`src/rtl/hpt_pkg.sv`:
```
// ----------------------------------------------------------------------------
// hpt_pkg: shared types and constants of the hashed position table
// Item and table-row layouts, hash constants, op codes.
// ----------------------------------------------------------------------------
`default_nettype none

package hpt_pkg;

	localparam int INDEX_BITS_DEF = 16;
	localparam int QUEUE_DEPTH    = 2;

	localparam logic [31:0] HASH_BASIS  = 32'h811C_9DC5;
	localparam logic [31:0] HASH_PRIME  = 32'h0100_0193;
	localparam logic [6:0]  DEPTH_SLACK = 7'd2;

	localparam logic OP_LOOKUP = 1'b0;
	localparam logic OP_STORE  = 1'b1;

	typedef struct packed {
		logic              op;
		logic [63:0]       white;
		logic [63:0]       black;
		logic              side;
		logic signed [7:0] score;
		logic [5:0]        move;
		logic [5:0]        depth;
	} item_t;

	typedef struct packed {
		logic              valid;
		logic [63:0]       white;
		logic [63:0]       black;
		logic              side;
		logic signed [7:0] score;
		logic [5:0]        move;
		logic [5:0]        depth;
	} row_t;

	localparam int ITEM_W     = $bits(item_t);
	localparam int ROW_W      = $bits(row_t);
	localparam int IN_TDATA_W = 152;
	localparam int OUT_TDATA_W = 24;

	// one FNV-1a step: xor in a 32-bit word, multiply modulo 2^32
	function automatic logic [31:0] hash_mix(logic [31:0] h, logic [31:0] w);
		return (h ^ w) * HASH_PRIME;
	endfunction

endpackage

`default_nettype wire

```
`src/rtl/hpt_front.sv`:
```
// ----------------------------------------------------------------------------
// hpt_front: hash pipeline
// Four stages, one FNV-1a multiply each; the whole pipe stalls as one.
// ----------------------------------------------------------------------------
`default_nettype none

module hpt_front #(
	parameter int INDEX_BITS = hpt_pkg::INDEX_BITS_DEF
) (
	input  wire logic                  clk,
	input  wire logic                  arst_n,
	input  wire logic                  in_valid,
	input  wire hpt_pkg::item_t        in_item,
	output      logic                  in_ready,
	input  wire logic                  hold,      // table clear in progress
	output      logic                  out_valid,
	output      hpt_pkg::item_t        out_item,
	output      logic [INDEX_BITS-1:0] out_index,
	input  wire logic                  out_ready
);

	import hpt_pkg::*;

	logic        v_s1, v_s2, v_s3, v_s4;
	item_t       item_s1, item_s2, item_s3, item_s4;
	logic [31:0] hash_s1, hash_s2, hash_s3, hash_s4;
	logic [63:0] in_both, both_s1;
	logic        adv;

	assign adv      = !(v_s4 && !out_ready);
	assign in_ready = adv && !hold;
	assign in_both  = in_item.white | in_item.black;
	assign both_s1  = item_s1.white | item_s1.black;

	always_ff @(posedge clk or negedge arst_n) begin
		if (!arst_n) begin
			v_s1 <= 1'b0;
			v_s2 <= 1'b0;
			v_s3 <= 1'b0;
			v_s4 <= 1'b0;
		end else if (adv) begin
			v_s1 <= in_valid && in_ready;
			v_s2 <= v_s1;
			v_s3 <= v_s2;
			v_s4 <= v_s3;
		end
	end

	always_ff @(posedge clk) begin
		if (adv) begin
			item_s1 <= in_item;
			hash_s1 <= hash_mix(HASH_BASIS, in_both[31:0]);
			item_s2 <= item_s1;
			hash_s2 <= hash_mix(hash_s1, both_s1[63:32]);
			item_s3 <= item_s2;
			hash_s3 <= hash_mix(hash_s2, item_s2.black[31:0]);
			item_s4 <= item_s3;
			hash_s4 <= hash_mix(hash_s3, item_s3.black[63:32]);
		end
	end

	assign out_valid = v_s4;
	assign out_item  = item_s4;
	assign out_index = hash_s4[INDEX_BITS-1:0];

endmodule

`default_nettype wire

```
`config.mk`:
```
export PLATFORM = sky130hd
export DESIGN_NAME = hpt_front
export DESIGN_NICKNAME = d
export VERILOG_FILES = /design/src/rtl/hpt_pkg.sv /design/src/rtl/hpt_front.sv
export SDC_FILE = /design/constraint.sdc
export NUM_CORES = 1
export LEC_CHECK = 0
export BUFFER_PORTS_ARGS = -buffer_cell sky130_fd_sc_hd__buf_4
export CORE_AREA = 2 2 242 244
export CTS_CLUSTER_DIAMETER = 150
export DETAILED_ROUTE_END_ITERATION = 12
export DIE_AREA = 0 0 244 246
export HOLD_SLACK_MARGIN = 0.02
export PLACE_DENSITY = 0.7
export SLEW_MARGIN = 20
export SYNTH_ARGS = -nofsm -noshare
export SYNTH_HDL_FRONTEND = slang
export SYNTH_SLANG_ARGS = --single-unit
```
`constraint.sdc`:
```
create_clock -name clk -period 20.8 [get_ports clk]
set_input_delay 2.08 -clock clk [delete_from_list [all_inputs] [get_ports clk]]
set_output_delay 2.08 -clock clk [all_outputs]
set_load 0.05 [all_outputs]
```
==> flow_summary.toml <==
[worst_setup_path]
cp-endpoint = "hash_s1[15]$_DFFE_PN_"
crit_path_end_kind = "flip-flop"
worstPathRequired_ns = 21.17
crit_start = "in_item[23]"
rr_startpoint = "item_s2[24]$_DFFE_PN_"
worst_r2r_endpoint = "hash_s3[14]$_DFFE_PN_"
cp_max_fo = 6
r2r_setup_slack_ns = 15.33
start_kind = "input port"
worstRegToRegCells = 20
critPathArrivalTime_ns = 6.68
path_class = "input port to flip-flop"

[routing]
drc = 0
dr_wl_met3_mm = 2.18
detail-route-antenna-nets = 0
routed-wl-met2_mm = 26.1
topRoutingLayerUsed = "met4"
drtIter0Drc = 789
via_count = 13700
wirelength_mm = 50.3
wire_per_inst_microns = 17.7
m1WireLength_mm = 20.9
first_pass_iters = 5
vias_per_cell = 4.80

[min_path]
hold_depth = 0
holdCritPathClass = "flip-flop to flip-flop"

[synthesis]
synthArstFlopShare_pct = 0.599
postSynthAreaPerCell_sq_um = 17.5
ys_seq_area_share_pct = 70.2
ys_types = 47
syn_area_sq_mm = 0.0286
syn_nets = 2143
yosys_register_bits = 668
synthCells = 1631
synth_flop_cell = "edfxtp_1"
yosys_warnings = 0
synth_edf_count = 664

[sta]
fin_tns_setup_ns = 0
tightestPinTransition_ns = 1.10
maxSlewHeadroom_pct = 26.8
fin_skew_ns = 0.0444
setup_viol = 0
hold_violations = 0
grt_setup_unrepaired = "no"
fmax_mhz = 158
min_period_ns = 6.31
maxSlewViolCount = 0
final.period_utilization_pct = 30.4

[global_route]
first_global_vias = 14000
grt_usage_pct = 16.7
grt-ovfl-total = 0
grt_pass1_wl_mm = 76.1
antenna_found_initial = 0
grt_start_max_net_pins = 205

[clock_network]
clk_pin_slew_worst_paths_ns = 0.06
clock_latency_ns = 0.62
hold_buffers = 0
cts_setup_buffers = 0
cts_resized = 0
cts_sinks = 668
htreeDepth = 3
cts-root-buf = "clkbuf_16"
cts_buffers = 68
clock_path_buffers = 3
cts_tree = "yes"

[run]
cap_violations = 0

[floorplan]
io_pins = 323
core_sq_mm = 0.0574
row_count = 88
dieWidth_microns = 244
initial_core_util_pct = 49.8
die-area_sq_mm = 0.0600
die_h_microns = 246

[cells_and_area]
fin_util_pct = 59.6
layout_common_cells = "edfxtp_1 (664), buf_4 (325), ha_1 (276)"
area_growth_pct = 19.8
layoutNonFillerInstCount = 2843
final_nets = 2539
final_common_cell = "edfxtp_1"
drive_gt1_share_pct = 20.8
n_antenna_cell = 0

[placement]
numPortBuffers = 322
place_congestion = 0.822
dpl.hpwl_mm = 37.0
dp.cells = 2722

[status]
outcome = "complete, no violations"
## Yosys cell counts, drive strengths merged, types with 3 or more instances
master,n,area [sq um]
a21oi,35,179
nor2b,4,25.0
o21a,9,67.6
a21o,13,97.6
nand2b,5,31.3
nand3,7,35.0
fa,81,1620
o21bai,7,52.6
xor2,55,489
o211ai,4,30.0
and2,6,37.5
nor2,43,161
o21ai,20,100
inv,245,920
dfrtp,4,100
edfxtp,664,19900
ha,276,3450
xnor2,85,744
nand2,9,33.8
or2,6,37.5
nor3,10,50.1
nand4,4,25.0
or3,7,43.8
a211oi,3,22.5
## worst min path at each step
stage          slack (ns)                   start                      to
6_report             0.40    item_s3[4]$_DFFE_PN_   out_item[4]$_DFFE_PN_
5_1_grt              0.41    item_s3[4]$_DFFE_PN_   out_item[4]$_DFFE_PN_
4_1_cts              0.40   item_s3[32]$_DFFE_PN_  out_item[32]$_DFFE_PN_
3_5_place_dp         0.40   item_s1[15]$_DFFE_PN_   item_s2[15]$_DFFE_PN_
3_3_place_gp         0.40  item_s2[109]$_DFFE_PN_  item_s3[109]$_DFFE_PN_
2_1_floorplan        0.40    item_s1[0]$_DFFE_PN_    item_s2[0]$_DFFE_PN_
## sequential cells by signal, indices dropped and copies added (netlist names)
register   count
hash_s2       16
v_s3           1
item_s2      150
v_s1           1
out_item     150
item_s1      150
hash_s4       16
out_valid      1
v_s2           1
item_s3      150
hash_s3       16
hash_s1       16
## worst max-delay path, cell delays in order
cell      delay (ns)
buf_4           0.12
nor3_1          0.38
nor2_1          0.10
ha_1            0.35
fa_1            0.57
ha_1            0.14
inv_1           0.05
fa_1            0.53
inv_1           0.04
ha_1            0.27
inv_1           0.05
fa_1            0.52
inv_1           0.05
ha_1            0.37
a21o_1          0.22
a221oi_1        0.47
o21ai_0         0.21
xnor2_1         0.15
## cell type report
class,instances,area (sq um)
Fill cell,4266,23200
Sequential cell,668,20000
Multi-Input combinational cell,717,7600
Timing Repair Buffer,327,2470
Clock buffer,84,1760
Tap cell,765,957
Inverter,245,927
Clock inverter,37,452
## logic make-up after synthesis
logic type,after synthesis,synth area share (%)
buffers and inverters,246,3.23
AOI/OAI and AO/OA,106,2.34
muxes,3,0.114
xor gates and xnor gates,142,4.48
adders and majority gates,357,17.8
and+or+nand+nor,109,1.89
DFF,668,70.2
## layer usage
metal / vias to the layer above / track usage, %
li1: 6658 / -
met1: 6678 / 20.9
met2: 258 / 28.9
met3: 59 / 3.40
met4: 0 / 5.76
met5: - / 0
## through the flow
step | area (sq um) | hold WS [ns] | setup slack (ns)
after floorplan | 28600 | 0.400 | 4.76
after global placement | 32000 | 0.400 | 13.99
after detailed placement | 32000 | 0.405 | 13.89
after CTS | 34200 | 0.397 | 14.57
after global routing | 34200 | 0.408 | 14.36
final | 34200 | 0.399 | 14.49
Power is left out: the tool's default activity adds up to more than one toggle a clock period on the data nets, which glitch-free logic cannot reach.
