**src/rtl/hpt_pkg.sv**
```systemverilog
// ----------------------------------------------------------------------------
// hpt_pkg: shared types and constants of the hashed position table
// Item and table-row layouts, hash constants, op codes.
// ----------------------------------------------------------------------------
`default_nettype none

package hpt_pkg;

	localparam int INDEX_BITS_DEF = 16;
	localparam int QUEUE_DEPTH    = 2;

	localparam logic [31:0] HASH_BASIS  = 32'h811C_9DC5;
	localparam logic [31:0] HASH_PRIME  = 32'h0100_0193;
	localparam logic [6:0]  DEPTH_SLACK = 7'd2;

	localparam logic OP_LOOKUP = 1'b0;
	localparam logic OP_STORE  = 1'b1;

	typedef struct packed {
		logic              op;
		logic [63:0]       white;
		logic [63:0]       black;
		logic              side;
		logic signed [7:0] score;
		logic [5:0]        move;
		logic [5:0]        depth;
	} item_t;

	typedef struct packed {
		logic              valid;
		logic [63:0]       white;
		logic [63:0]       black;
		logic              side;
		logic signed [7:0] score;
		logic [5:0]        move;
		logic [5:0]        depth;
	} row_t;

	localparam int ITEM_W     = $bits(item_t);
	localparam int ROW_W      = $bits(row_t);
	localparam int IN_TDATA_W = 152;
	localparam int OUT_TDATA_W = 24;

	// one FNV-1a step: xor in a 32-bit word, multiply modulo 2^32
	function automatic logic [31:0] hash_mix(logic [31:0] h, logic [31:0] w);
		return (h ^ w) * HASH_PRIME;
	endfunction

endpackage

`default_nettype wire

```
**src/rtl/hpt_fifo.sv**
```systemverilog
// ----------------------------------------------------------------------------
// hpt_fifo: short register queue
// Decouples the hash pipe from the table engine.
// ----------------------------------------------------------------------------
`default_nettype none

module hpt_fifo #(
	parameter int WIDTH = 8,
	parameter int DEPTH = hpt_pkg::QUEUE_DEPTH
) (
	input  wire logic             clk,
	input  wire logic             arst_n,
	input  wire logic             push,
	input  wire logic [WIDTH-1:0] push_data,
	output      logic             not_full,
	input  wire logic             pop,
	output      logic [WIDTH-1:0] pop_data,
	output      logic             not_empty
);

	localparam int PTR_W = (DEPTH > 1) ? $clog2(DEPTH) : 1;
	localparam int CNT_W = $clog2(DEPTH + 1);
	localparam logic [PTR_W-1:0] PTR_LAST = PTR_W'(DEPTH - 1);
	localparam logic [CNT_W-1:0] CNT_FULL = CNT_W'(DEPTH);

	logic [WIDTH-1:0] mem_q [DEPTH];
	logic [PTR_W-1:0] wr_ptr_q, rd_ptr_q;
	logic [CNT_W-1:0] cnt_q;

	assign not_full  = cnt_q != CNT_FULL;
	assign not_empty = cnt_q != '0;
	assign pop_data  = mem_q[rd_ptr_q];

	always_ff @(posedge clk or negedge arst_n) begin
		if (!arst_n) begin
			wr_ptr_q <= '0;
			rd_ptr_q <= '0;
			cnt_q    <= '0;
		end else begin
			if (push) begin
				wr_ptr_q <= (wr_ptr_q == PTR_LAST) ? '0 : wr_ptr_q + 1'b1;
			end
			if (pop) begin
				rd_ptr_q <= (rd_ptr_q == PTR_LAST) ? '0 : rd_ptr_q + 1'b1;
			end
			if (push && !pop) begin
				cnt_q <= cnt_q + 1'b1;
			end else if (pop && !push) begin
				cnt_q <= cnt_q - 1'b1;
			end
		end
	end

	always_ff @(posedge clk) begin
		if (push) begin
			mem_q[wr_ptr_q] <= push_data;
		end
	end

endmodule

`default_nettype wire

```
**config.mk**
```make
export PLATFORM = sky130hd
export DESIGN_NAME = hpt_fifo
export DESIGN_NICKNAME = d
export VERILOG_FILES = /design/src/rtl/hpt_pkg.sv /design/src/rtl/hpt_fifo.sv
export SDC_FILE = /design/constraint.sdc
export NUM_CORES = 1
export LEC_CHECK = 0
export ABC_AREA = 1
export ABC_CLOCK_PERIOD_IN_PS = 1300
export BUFFER_PORTS_ARGS = -buffer_cell sky130_fd_sc_hd__clkbuf_2
export CORE_ASPECT_RATIO = 0.8
export CORE_UTILIZATION = 49
export CTS_CLUSTER_DIAMETER = 30
export DETAILED_ROUTE_END_ITERATION = 8
export GPL_TIMING_DRIVEN = 1
export HOLD_SLACK_MARGIN = 0.15
export PLACE_DENSITY = 0.8
export RECOVER_POWER = 100
export SYNTH_ARGS = -nofsm -noshare
export SYNTH_HDL_FRONTEND = slang
export SYNTH_SLANG_ARGS = --single-unit
```
**constraint.sdc**
```tcl
create_clock -name clk -period 1.3 [get_ports clk]
set_input_delay 0.26 -clock clk [delete_from_list [all_inputs] [get_ports clk]]
set_output_delay 0.26 -clock clk [all_outputs]
set_load 0.005 [all_outputs]
```
==> results.sh <==
export IMPL_fmax_ghz=0.6523
export IMPL_slew_viol_final=0
export IMPL_yosys_top_cells_area="edfxtp_1, mux2_4, dfrtp_1"
export IMPL_nets=104
export IMPL_rsz0062_at_grt="true"
export IMPL_dieArea_mm2=0.001838
export IMPL_hpwl_um=877.2
export IMPL_wirelength_um=1332
export IMPL_power_leakage_nw=0.5031
export IMPL_htreeDepth=1
export IMPL_syn_inst=50
export IMPL_finalSetupTns_ns=-1.763
export IMPL_crit_fanout=5
export IMPL_chipHeight_um=38.55
export IMPL_placed_area_um2=953.4
export IMPL_met3_length_um=66
export IMPL_worstMarginPinSlew_ns=0.3024
export IMPL_end_kind="primary output"
export IMPL_grt_max_degree=11
export IMPL_cts_buffers=3
export IMPL_postLayoutCoreUtil_pct=75.17
export IMPL_antenna_cells=0
export IMPL_drtIter0Drc=11
export IMPL_grt_pass1_vias=485
export IMPL_period_share_pct=117.9
export IMPL_synth_main_ff_cell="edfxtp_1"
export IMPL_finalInstanceArea_mm2=0.001106
export IMPL_core_area_mm2=0.001471
export IMPL_cp_slowest_cell="dfrtp_2"
export IMPL_synth_edf_count=16
export IMPL_antenna_found_initial=0
export IMPL_initial_utilization_pct=55.61
export IMPL_cp_arrival_ns=1.27
export IMPL_std_cell_rows=12
export IMPL_io_pins=22
export IMPL_place_congestion=0.7333
export IMPL_required_ns=1.04
export IMPL_cts_buffer_depth=2
export IMPL_clk_pin_slew_worst_paths_ns=0.09
export IMPL_grt_ovfl_total=0
export IMPL_final_fill_count=107
export IMPL_avgRoutedWirePerCell_um=12.11
export IMPL_synth_seq_area_share_pct=70.95
export IMPL_yosys_area_share_simple_pct=5.046
export IMPL_synth_most_common_cell="edfxtp_1"
export IMPL_synth_fa_ha_area_share_pct=1.529
export IMPL_synthArstFlopShare_pct=20.00
export IMPL_routed_top_layer="met4"
export IMPL_status="finished, violations left"
export IMPL_synth_area_leader_cell="edfxtp_1"
export IMPL_synthesis_nets=63
export IMPL_total_power_mw=1.997
export IMPL_clock_latency_ns=0.29
export IMPL_synth_compound_gate_area_share_pct=0
export IMPL_via_per_inst=4.745
export IMPL_ir_worst_vdd_mv=1.145
export IMPL_drtAntennaViolNets=0
export IMPL_root_buffer="clkbuf_4"
export IMPL_port_buffers=21
export IMPL_synth_common_cells="edfxtp_1, mux2_4, inv_1, nand2_1, dfrtp_1"
export IMPL_synth_top_family_by_area="multiplexers"
export IMPL_relSlewSlack_pct=79.82
export IMPL_start_kind="flop"
export IMPL_ys_warn_count=0
export IMPL_ys_seq_elements=20
export IMPL_dr_wl_met2_um=747
export IMPL_avgSynthCellArea_um2=16.37
export IMPL_synth_xor_area_share_pct=3.211
export IMPL_criticalPathCategory="flop to primary output"
export IMPL_crit_chain="buf_6 -> mux2_4 -> clkbuf_2"
export IMPL_area_growth_pct=35.17
export IMPL_hold_viol=0
export IMPL_vias=522
export IMPL_cap_violations=0
export IMPL_drt_pre_antenna_iters=4
export IMPL_finalSetupViolations=8
export IMPL_hold_path_class="input port to flop"
export IMPL_layout_drive_gt1_share_pct=40.45
export IMPL_fin_skew_ns=0.0008364
export IMPL_cts_tree="built"
export IMPL_synthMuxAreaShare_pct=14.68
export IMPL_setup_ws_ns=-0.2330
export IMPL_syn_area_um2=818.3
export IMPL_critPathMaxStageDelay_ns=0.43
export IMPL_grt_pass1_wl_um=1897
export IMPL_p_per_area_mw_per_mm2=1805
export IMPL_synth_top_cell_area_share_pct=58.72
export IMPL_violations="negative setup slack"
export IMPL_drc=0
export IMPL_cts_sinks=20
export IMPL_synthDistinctLibCells=12
export IMPL_grt_use_total_pct=17.12
export IMPL_hold_worst_slack_ns=0.1962
export IMPL_fin_crit_ns=1.533
export IMPL_die_x_um=47.69
export IMPL_wl_met1_um=495
routing by layer:
layer | GRT usage (%) | up-vias
li1 | - | 255
met1 | 13.92 | 246
met2 | 32.43 | 16
met3 | 8.491 | 5
met4 | 8.333 | 0
met5 | 0 | -
sequential cells by signal (all words and copies together), names as in the netlist:
register	cells
mem_q	16
rd_ptr_q	1
wr_ptr_q	1
cnt_q	2
final cells by class:
class / instances / area (um2) / share of cell area (%)
tap: 21 / 26.28 / 2.376
timing repair buffer: 37 / 249.0 / 22.51
sequential: 20 / 581.8 / 52.60
clock buffer: 3 / 22.52 / 2.036
multi-input combinational: 22 / 200.2 / 18.10
inverter: 7 / 26.28 / 2.376
worst paths after layout:
path	depth (start not counted)	to	from	slack, ns
max	3	pop_data[0]	rd_ptr_q	-0.23
min	2	wr_ptr_q	push	0.20
max reg2reg	2	mem_q[0][6]	wr_ptr_q	0.15
min reg2reg	1	wr_ptr_q	wr_ptr_q	0.51
max in group asynchronous	2	rd_ptr_q	arst_n	0.77
min in group asynchronous	2	cnt_q[1]	arst_n	0.32
through the flow:
step / instances / setup slack (ns)
after floorplan: 50 / 0.1562
after global placement: 93 / -0.05528
after detailed placement: 93 / -0.08899
after CTS: 108 / -0.2398
after global routing: 110 / -0.2903
final: 110 / -0.2330
worst max-delay path: cells and delay by family (launching register included):
family / cells / cell delay [ns]
buffers and inverters: 2 / 0.25
muxes: 1 / 0.30
DFF: 1 / 0.43
cells by family (layout without fill, tap and decap cells):
kind of cell             after synthesis  in the layout
AND/OR/NAND/NOR                       10             10
flip-flops                            20             20
buffers and inverters                  8             47
adder cells (fa/ha/maj)                1              1
multiplexers                           8              8
XOR/XNOR                               3              3
report_power, final:
group          total [mW]  leakage, nW  internal [mW]  switching (mW)
Sequential          0.948        0.196          0.873          0.0752
Combinational       0.778        0.293          0.453           0.326
Clock               0.270       0.0138          0.108           0.162
placed cells by master, fill, tap and decap left out:
master / netlist / routed
clkbuf_2: 0 / 20
edfxtp_1: 16 / 16
dlygate4sd3_1: 0 / 10
mux2_4: 8 / 8
inv_1: 7 / 7
nand2_1: 7 / 7
clkbuf_4: 0 / 4
dfrtp_1: 4 / 3
clkbuf_1: 0 / 3
xor2_1: 2 / 2
buf_6: 1 / 2
nor2_1: 1 / 1
nand3_1: 1 / 1
nand4_1: 1 / 1
xnor2_1: 1 / 1
ha_1: 1 / 1
dfrtp_2: 0 / 1
buf_4: 0 / 1
timing repair:
action / 4_1_cts / 5_1_grt
endpoints found under the hold margin: 20 / 1
buffers inserted: 3 / 1
endpoints found under the setup margin: 8 / 9
resized for setup: 4 / 0
hold buffers: 9 / 1
Power figures use the tool's default switching activity.
